--- config.mk ---
export PLATFORM = sky130hd
export DESIGN_NAME = cvsp_queue
export DESIGN_NICKNAME = d
export VERILOG_FILES = /design/src/rtl/cvsp_pkg.sv /design/src/rtl/cvsp_queue.sv
export SDC_FILE = /design/constraint.sdc
export NUM_CORES = 1
export LEC_CHECK = 0
export BUFFER_PORTS_ARGS = -buffer_cell sky130_fd_sc_hd__clkbuf_2
export CORE_MARGIN = 2
export CORE_UTILIZATION = 45
export CTS_CLUSTER_SIZE = 25
export DETAILED_ROUTE_END_ITERATION = 12
export RECOVER_POWER = 100
export SLEW_MARGIN = 20
export SYNTH_ARGS = -nofsm -noshare
export SYNTH_HDL_FRONTEND = slang
export SYNTH_SLANG_ARGS = --single-unit
--- constraint.sdc ---
create_clock -name clock -period 3.3 [get_ports clock]
set_clock_uncertainty 0.1 [all_clocks]
set_input_delay 0.495 -clock clock [delete_from_list [all_inputs] [get_ports clock]]
set_output_delay 0.495 -clock clock [all_outputs]
set_load 0.01 [all_outputs]
--- src/rtl/cvsp_pkg.sv ---
// shared types and constants of the cube vertex source panner
`timescale 1ns / 1ps
package cvsp_pkg;

   localparam int MAX_POINTS  = 8;
   localparam int IDX_BITS    = 3;
   localparam int QUEUE_DEPTH = 4;

   // input format codes
   localparam logic [3:0] FMT_MONO   = 4'd0;
   localparam logic [3:0] FMT_STEREO = 4'd1;
   localparam logic [3:0] FMT_QUAD   = 4'd2;
   localparam logic [3:0] FMT_LCRS   = 4'd3;
   localparam logic [3:0] FMT_AFMT   = 4'd4;
   localparam logic [3:0] FMT_ACN    = 4'd5;
   localparam logic [3:0] FMT_FUMA   = 4'd6;
   localparam logic [3:0] FMT_CUBOID = 4'd7;
   localparam logic [3:0] FMT_LCR    = 4'd8;

   // register indexes
   localparam logic [2:0] REG_FORMAT = 3'd0;
   localparam logic [2:0] REG_LAYOUT = 3'd1;
   localparam logic [2:0] REG_ISO    = 3'd2;
   localparam logic [2:0] REG_ORBIT  = 3'd3;
   localparam logic [2:0] REG_SPREAD = 3'd4;

   typedef logic signed [17:0] coord_type;

   typedef struct packed {
      logic [3:0]  fmt;
      logic        hz;
      logic        iso;
      logic        ao;
      logic [14:0] spread;
   } cfg_type;

   typedef struct packed {
      logic [IDX_BITS-1:0] idx;
      logic                last;
      logic                hz;
      coord_type           x;
      coord_type           y;
      coord_type           z;
   } point_type;

endpackage

--- src/rtl/cvsp_queue.sv ---
// short point queue between the front and back ends
`timescale 1ns / 1ps
module cvsp_queue (
   input  logic                clock,
   input  logic                reset,
   input  logic                push,
   input  cvsp_pkg::point_type push_point,
   output logic                full,
   input  logic                pop,
   output cvsp_pkg::point_type head,
   output logic                empty
);
   import cvsp_pkg::*;

   localparam int PTR_BITS = $clog2(QUEUE_DEPTH);

   point_type           mem_ff [QUEUE_DEPTH];
   logic [PTR_BITS-1:0] wr_ff, rd_ff;
   logic [PTR_BITS:0]   cnt_ff;

   assign full  = (cnt_ff == (PTR_BITS+1)'(QUEUE_DEPTH));
   assign empty = (cnt_ff == '0);
   assign head  = mem_ff[rd_ff];

   always_ff @(posedge clock) begin
      if (reset) begin
         wr_ff  <= '0;
         rd_ff  <= '0;
         cnt_ff <= '0;
      end else begin
         if (push) wr_ff <= wr_ff + 1'b1;
         if (pop) rd_ff <= rd_ff + 1'b1;
         cnt_ff <= cnt_ff + (PTR_BITS+1)'(push) - (PTR_BITS+1)'(pop);
      end
   end

   always_ff @(posedge clock) begin
      if (push) mem_ff[wr_ff] <= push_point;
   end

endmodule

# [Yosys cells after proc, flatten, opt, wreduce, memory -nomap -nowiden]
# Memories as Yosys holds them, arrays and structs flattened. A register that Yosys moved wholly into a read port is not among the register bits.
# Cells that the tools add are included.
[word_totals] reg_bits=7 ram_bits=236 out_inout_bits=61 elab_cells=14 mem_count=1
[memory_table] name="mem_ff" depth=4 word_bits=59 read_ports=1 rd_clocked_by_memory_dff=1 wr=1 line_no="cvsp_queue.sv:17" source="point_type mem_ff [QUEUE_DEPTH];"
[op_classes] addsub=4 n_eq_ne=1 n_mux=4 n_reduce_logical=1
[op_table] operator="adder 2 x 1 -> 2 bit, second input constant" n=2
[op_table] operator="2-to-1 mux 2 bit" n=2
[op_table] operator="adder 3 x 1 -> 3 bit" n=1
[op_table] operator="equality test 3 bit, second input constant" n=1
[op_table] operator="logical NOT 3 bit" n=1
[op_table] operator="subtractor 3 x 1 -> 3 bit" n=1
[op_table] operator="2-to-1 mux 1 bit" n=2

# [Logic depth before layout (Yosys ltp)]
# Gate-level depths: netlist of the first run.
[depth] word_depth=3 ltp_mapped=7 mapped_depth_nobuf=7

# [Least setup slack after synthesis of the first run]
# OpenSTA, ideal clock, no wires.
[synth_timing] path_kind="reg-to-reg" from="register wr_ff[0]" to="memory mem_ff[2][0] in the netlist's numbering (enable)" setup_ns=0.423 arrival_time_ns=1.936 required_ns=2.777 setup_slack_ns=0.841 stages_incl_launch_ff=4 n_path_buf=0 period_less_slack_ns=2.459 path_cell_list="dfxtp_1 inv_1 ha_1 and2_1"
[synth_rtl] item="from (decl)" line_no="cvsp_queue.sv:18" source="logic [PTR_BITS-1:0] wr_ff, rd_ff;"
[synth_rtl] item="from (signal assigned)" line_no="cvsp_queue.sv:31" source="if (push) wr_ff <= wr_ff + 1'b1;"
[synth_rtl] item="to (decl)" line_no="cvsp_queue.sv:17"
# Straight into the memory's write port.

==> results of run 1 <==
==> area by class of cell <==
cell class | count | area, sq um
fillers | 1570 | 8940
well taps | 265 | 332
flip-flops and latches | 245 | 7270
repair buffers | 135 | 557
clock inverters | 12 | 131
inverters | 6 | 22.5
clock buffers | 33 | 698
multi-input cells | 86 | 1570
==> worst max-delay path by stage <==
| stage | start | to | cells past startpoint |
|---|---|---|---|
| final | register | head[41] | 3 |
| after global routing | register | head[36] | 3 |
| after CTS | register | head[19] | 3 |
| after detailed placement | register | head[19] | 3 |
| after global placement | register | head[19] | 3 |
| after floorplan | wr_ff[0] | mem_ff[2][0] | 3 |
==> layer usage <==
metal,track usage (%),share of wire (%),vias to the layer above
met1,19.2,41,2101
li1,-,-,1782
met2,26.1,50,120
met5,0,0,-
met4,3.87,1.7,0
met3,4.87,7.5,26
==> placed cells by master, fill, tap and decap left out, types with 3 or more instances in the layout <==
master	instances
sky130_fd_sc_hd__ha_1	6
sky130_fd_sc_hd__clkbuf_1	127
sky130_fd_sc_hd__clkinv_1	6
sky130_fd_sc_hd__bufinv_16	3
sky130_fd_sc_hd__mux4_2	59
sky130_fd_sc_hd__dfxtp_1	7
sky130_fd_sc_hd__and2_2	4
sky130_fd_sc_hd__inv_1	6
sky130_fd_sc_hd__nor2_1	5
sky130_fd_sc_hd__clkbuf_2	11
sky130_fd_sc_hd__edfxtp_1	236
sky130_fd_sc_hd__clkbuf_16	27
==> power breakdown <==
| group | switching, W | internal (W) | total [W] | leakage (nW) |
|---|---|---|---|---|
| clock | 0.00109 | 0.00172 | 0.00281 | 0.404 |
| combinational | 0.000334 | 0.000272 | 0.000606 | 0.670 |
| sequential | 0.0000608 | 0.00358 | 0.00364 | 2.24 |
==> registers in the layout, summed over array words and instances (netlist names), named ones only <==
register / flops
mem_ff: 236
cnt_ff: 3
wr_ff: 2
rd_ff: 2
==> logic make-up (layout without fill, tap and decap cells) <==
family / count (synthesis) / after routing / share of synthesized area, %
AO/OA/AOI/OAI: 2 / 2 / 0.167
XOR/XNOR: 3 / 3 / 0.461
adder cells (fa/ha/maj): 7 / 7 / 1.06
buffers and inverters: 20 / 186 / 1.49
flip-flops: 245 / 245 / 81.0
multiplexers: 60 / 60 / 14.9
AND/OR/NAND/NOR: 14 / 14 / 0.837
==> metrics by stage <==
step,cells,power [W]
detailed placement,737,0.00437
finish,782,0.00705
CTS,782,0.00718
floorplan,351,0.00409
global route,782,0.00732
global placement,737,0.00435
==> Implementation_results.wiki, run 1 <==
{| class="wikitable"
! Metric !! Value
|-
| Status || finished with violations
|-
| Failing checks || max-capacitance violations, max-slew violations
|-
| Aggregate negative setup slack || 0 ps
|-
| Cell taking the most area after synthesis || sky130_fd_sc_hd__edfxtp_1
|-
| Most used standard cells in the synthesized netlist || sky130_fd_sc_hd__edfxtp_1 (236), sky130_fd_sc_hd__mux4_2 (59), sky130_fd_sc_hd__dfxtp_1 (9), sky130_fd_sc_hd__ha_1 (6), sky130_fd_sc_hd__inv_1 (6)
|-
| Signal arrival time at the worst endpoint || 2200 ps
|-
| Count of boundary I/O pins || 124
|-
| Clock tree from TritonCTS || done
|-
| Class of the tightest hold or removal check || input pin to register
|-
| Worst-path cell chain || clkbuf_1 -> mux4_2 -> clkbuf_1
|-
| Number of nets in the synthesized netlist || 421
|-
| Detail-routed net length per standard cell || 20.4 um
|-
| Level count of the clock H-tree || 1
|-
| Launch point of the worst hold path || push_point[5]
|-
| Number of global-route vias before repair || 4531
|-
| Number of sinks on the clock net || 245
|-
| Port Buf Inserts || 123
|-
| Crit Reg-Reg Startpoint || wr_ff[0]
|-
| R2R Path End || mem_ff[0][42]
|-
| Number of gates resized after cts || 0
|-
| Instance area at placement || 0.00993 sq mm
|-
| Final layout net count || 570
|-
| Maximum number of pins on one net before global-route repair || 35
|-
| Share of synthesized flip-flops with an asynchronous set or reset || 0%
|-
| Number of nets still failing antenna checks after routing || 0
|-
| Cell Pwr Density || 667 mW/mm^2
|-
| Final core utilization || 54.2%
|-
| Clock latency reported for the late side of the worst-skew pair || 510 ps
|-
| Area growth from synthesis to layout || 18.0%
|-
| Clock-pin slew of the registers on the worst-case setup and hold paths || 50 ps
|-
| Number of buffers inserted by hold repair at cts || 0
|-
| Initial Utilization || 45.9%
|-
| Antenna violations before repair || 0
|-
| Overall track demand over capacity in global routing || 15.3%
|-
| Post-synth top area share || 79.0%
|-
| Synth top area cells || sky130_fd_sc_hd__edfxtp_1 (79%), sky130_fd_sc_hd__mux4_2 (15%), sky130_fd_sc_hd__dfxtp_1 (2.0%), sky130_fd_sc_hd__ha_1 (0.84%), sky130_fd_sc_hd__buf_12 (0.45%)
|-
| Worst-Margin Slew || 1700 ps
|-
| Worst setup margin || 509 ps
|-
| Synth Warn # || 0
|-
| Core area || 0.0195 sq mm
|-
| Critical path's top delay family || flip-flops
|-
| Die area || 0.0211 sq mm
|-
| Fraction of final layout cells with drive strength greater than 1 || 21.9%
|-
| Final period util || 84.6%
|-
| Maximum ir drop on the vdd rail || 0.504 mV
|-
| Critical-path cell with the highest stage delay || sky130_fd_sc_hd__dfxtp_2
|-
| Max cap viols || 4
|-
| Total via count after detailed routing || 4029
|-
| Max_slew headroom || -13.4%
|-
| Mapped Avg Cell Area || 25.5 sq um
|-
| Cell with the most instances after synthesis || sky130_fd_sc_hd__edfxtp_1
|-
| Buffers inserted during post-CTS setup optimization || 0
|-
| Cell Area, Synth || 0.00897 sq mm
|-
| DRC violation count after routing || 0
|-
| Initial detailed-routing violation count || 196
|-
| Die boundary width || 145 um
|-
| Final hold slack || 134 ps
|-
| Number of hold violations in the final report || 0
|-
| Hold Path Cell Cnt || 1
|-
| Cell area after layout || 0.0106 sq mm
|-
| Dpl ws || 970 ps
|-
| Via density per instance || 5.15
|-
| End point of the most critical hold path || mem_ff[3][5]
|-
| Leakage power || 3.32 nW
|-
| Dominant register cell in the synthesized netlist || sky130_fd_sc_hd__edfxtp_1
|-
| Critical path's largest stage delay || 830 ps
|-
| Seq cells post-synth || 245
|-
| Final number of setup-violating endpoints || 0
|-
| Depth of the worst register-to-register path || 4
|-
| CP Launch Type || register
|-
| Slew Limit Fails || 104
|-
| Combined buffer and inverter count along the critical path || 2
|-
| Kind of end point of the critical path || primary output
|-
| Number of instances in the synthesized netlist || 351
|-
| Data required time of the critical path || 2700 ps
|-
| Clock Root Buffer || sky130_fd_sc_hd__clkbuf_16
|-
| Overflow left after global routing || 0
|-
| Number of diodes || 0
|-
| Cell repeated most along the worst path || sky130_fd_sc_hd__clkbuf_1
|-
| Setup repair after global routing missed its margin || false
|-
| Number of search-and-repair iterations in the first detailed-routing pass || 4
|-
| Number of CTS-inserted buffers || 26
|-
| Longest Clk Path Bufs || 3
|-
| Worst-path maximum fanout || 26
|-
| Clock period minus final worst setup slack || 2790 ps
|-
| Highest attainable clock frequency || 0.358 GHz
|-
| Total routed wirelength || 15900 um
|-
| Reg-to-reg slack, setup || 840 ps
|-
| Std cell rows || 51
|-
| Post-synthesis sequential area ratio || 81.0%
|-
| Synth cell types || 22
|-
| Routability congestion estimate || 0.731
|-
| Final HPWL DP || 9490 um
|-
| Die Height || 145 um
|-
| First-pass GRT wire length || 24800 um
|-
| Number of flops mapped to enable cells by yosys || 236
|-
| Worst Setup Path Type || register to primary output
|}
No activity file was read; power rests on OpenSTA's default activity.
==> run 2: changes to the inputs <==
PLACE_DENSITY = 0.67   (was not set)
clock period = 2.3 ns   (was 3.3 ns; I/O delays follow)
==> run 2 against run 1 <==
  * The run ends with negative setup slack left
  * Clock power rose by 44%
  * Via count rose by 5.1%
  * Global-route usage grew 0.54 points
  * Core utilization rose by 4.4 points
  * Critical path depth unchanged
  * Sequential cell count unchanged
  * Combinational power rose by 78%
  * Setup slack got worse by 510 ps
  * Critical path type unchanged
  * Critical endpoint is now head[49]
  * Largest power group unchanged
==> Implementation_results.wiki, run 2 (synthesis results as in run 1) <==
{| class="wikitable"
! Metric !! Value
|-
| Max_slew headroom || 19.6%
|-
| Worst-path maximum fanout || 15
|-
| Final HPWL DP || 9580 um
|-
| Final layout net count || 632
|-
| Area growth from synthesis to layout || 27.7%
|-
| Longest Clk Path Bufs || 3
|-
| Depth of the worst register-to-register path || 4
|-
| Cell Pwr Density || 903 mW/mm^2
|-
| Worst-Margin Slew || 1210 ps
|-
| Highest attainable clock frequency || 0.434 GHz
|-
| Aggregate negative setup slack || -4.56 ps
|-
| Data required time of the critical path || 1860 ps
|-
| Die Height || 145 um
|-
| Die boundary width || 145 um
|-
| Number of CTS-inserted buffers || 26
|-
| Die area || 0.0211 sq mm
|-
| Clock-pin slew of the registers on the worst-case setup and hold paths || 60 ps
|-
| Detail-routed net length per standard cell || 19.3 um
|-
| Storage cell area || 0.00727 sq mm
|-
| Worst Setup Path Type || register to primary output
|-
| Overall track demand over capacity in global routing || 15.9%
|-
| DRC violation count after routing || 0
|-
| R2R Path End || mem_ff[1][37]
|-
| Count of placed standard cells in the final layout, fillers left out || 846
|-
| Multi-input logic area || 0.00157 sq mm
|-
| Initial detailed-routing violation count || 163
|-
| Buffers inserted during post-CTS setup optimization || 0
|-
| Slew Limit Fails || 0
|-
| Reg-to-reg slack, setup || 110 ps
|-
| Final core utilization || 58.6%
|-
| Via density per instance || 5.00
|-
| Leakage power || 3.80 nW
|-
| Antenna violations before repair || 0
|-
| Number of diodes || 0
|-
| Fraction of final layout cells with drive strength greater than 1 || 29.9%
|-
| Hold Path Cell Cnt || 3
|-
| Dpl ws || 301 ps
|-
| Kind of end point of the critical path || primary output
|-
| Final number of setup-violating endpoints || 1
|-
| Register ranked first by flip-flop count || mem_ff
|-
| Class of the tightest hold or removal check || input pin to register
|-
| Leading cell type in the layout, fill and taps excluded || sky130_fd_sc_hd__edfxtp_1
|-
| Clock period minus final worst setup slack || 2300 ps
|-
| Overflow left after global routing || 0
|-
| Clock Root Buffer || sky130_fd_sc_hd__clkbuf_16
|-
| Max cap viols || 0
|-
| Status || finished with violations
|-
| Initial Utilization || 45.9%
|-
| Number of hold violations in the final report || 0
|-
| Std cell rows || 51
|-
| Routability congestion estimate || 0.764
|-
| Number of global-route vias before repair || 4802
|-
| Launch point of the worst hold path || push
|-
| Top library cells by usage in the layout, fill and taps aside || sky130_fd_sc_hd__edfxtp_1 (236), sky130_fd_sc_hd__clkbuf_1 (68), sky130_fd_sc_hd__dlygate4sd3_1 (60)
|-
| Maximum number of pins on one net before global-route repair || 38
|-
| Maximum ir drop on the vdd rail || 0.712 mV
|-
| Number of sinks on the clock net || 245
|-
| Worst setup margin || -4.56 ps
|-
| Number of fill cells || 1471
|-
| Total via count after detailed routing || 4234
|-
| Largest registers || mem_ff x236, cnt_ff x3
|-
| Signal arrival time at the worst endpoint || 1860 ps
|-
| First-pass GRT wire length || 26000 um
|-
| Setup repair after global routing missed its margin || true
|-
| Clock latency reported for the late side of the worst-skew pair || 510 ps
|-
| CP Launch Type || register
|-
| Port Buf Inserts || 123
|-
| End point of the most critical hold path || wr_ff[0]
|-
| Instance count after placement with tap cells included || 738
|-
| Number of nets still failing antenna checks after routing || 0
|-
| Total routed wirelength || 16300 um
|-
| Core area || 0.0195 sq mm
|-
| Number of flip-flops under the largest register name || 236
|-
| Count of boundary I/O pins || 124
|-
| Failing checks || negative setup slack
|-
| Crit Reg-Reg Startpoint || wr_ff[1]
|-
| Clock tree from TritonCTS || done
|-
| Number of search-and-repair iterations in the first detailed-routing pass || 4
|-
| Level count of the clock H-tree || 1
|-
| Final period util || 100%
|}
[run 2: cell count changes in the layout (fill, tap and decap cells not counted), moves of 2 or more]
cell                            previous run  this run
sky130_fd_sc_hd__clkinvlp_4                0         3
sky130_fd_sc_hd__clkbuf_1                127        68
sky130_fd_sc_hd__dlygate4sd3_1             0        60
sky130_fd_sc_hd__and2_2                    4         1
sky130_fd_sc_hd__clkbuf_2                 11        58
sky130_fd_sc_hd__and2_1                    0         3
sky130_fd_sc_hd__buf_12                    2        10
sky130_fd_sc_hd__clkbuf_4                  0         2
sky130_fd_sc_hd__buf_2                     0         3
[run 2: power by group]
group | switching, W | leakage [nW] | internal, W | total, W
sequential | 0.0000657 | 2.24 | 0.00513 | 0.00519
combinational | 0.000534 | 1.15 | 0.000543 | 0.00108
clock | 0.00158 | 0.402 | 0.00248 | 0.00406
total | 0.00218 | 3.80 | 0.00815 | 0.0103
[run 2: worst max-delay path, cell delays in order (launching register included)]
cell and delay [ps]:
sky130_fd_sc_hd__dfxtp_4 430, sky130_fd_sc_hd__buf_16 200, sky130_fd_sc_hd__mux4_2 560, sky130_fd_sc_hd__clkbuf_2 150
[run 2: routing by layer]
| metal | share of wire, % | wire [um] | track usage [%] |
|---|---|---|---|
| met4 | 1.1 | 172 | 2.89 |
| met1 | 42 | 6840 | 20.5 |
| met3 | 5.9 | 956 | 4.31 |
| met2 | 51 | 8320 | 27.5 |
| met5 | 0 | 0 | 0 |
[run 2: how the worst max path moves through the flow]
stage | to | slack, ps | cells after the start
after floorplan | mem_ff[2][0] | 480 | 3
after global placement | cnt_ff[2] | 350 | 7
after detailed placement | cnt_ff[2] | 300 | 7
after CTS | head[49] | -60 | 3
after global routing | head[27] | -70 | 3
final | head[49] | -5 | 3
[run 2: layout make-up]
type	count	area share, %
clock inverter	14	1.31
timing repair buffer	197	12.3
tap	265	2.90
clock buffer	33	6.10
inverter	6	0.197
multi-input combinational	86	13.7
sequential	245	63.5
[run 2: metrics by stage]
stage | power [W] | instance area [sq um] | hold WS [ps]
after global routing | 0.0107 | 11400 | 122
after detailed placement | 0.00630 | 10100 | 458
after global placement | 0.00626 | 10100 | 427
final | 0.0103 | 11400 | 112
after CTS | 0.0105 | 11500 | 88.7
after floorplan | 0.00587 | 8970 | 317
[run 2: repair_timing]
item                                   4_1_cts  5_1_grt
gates resized for setup                      3        7
endpoints found under the hold margin      242        0
setup endpoints to repair                   53       59
hold buffers                                60        0
gates cloned                                 0        1
pin swaps                                    0        0
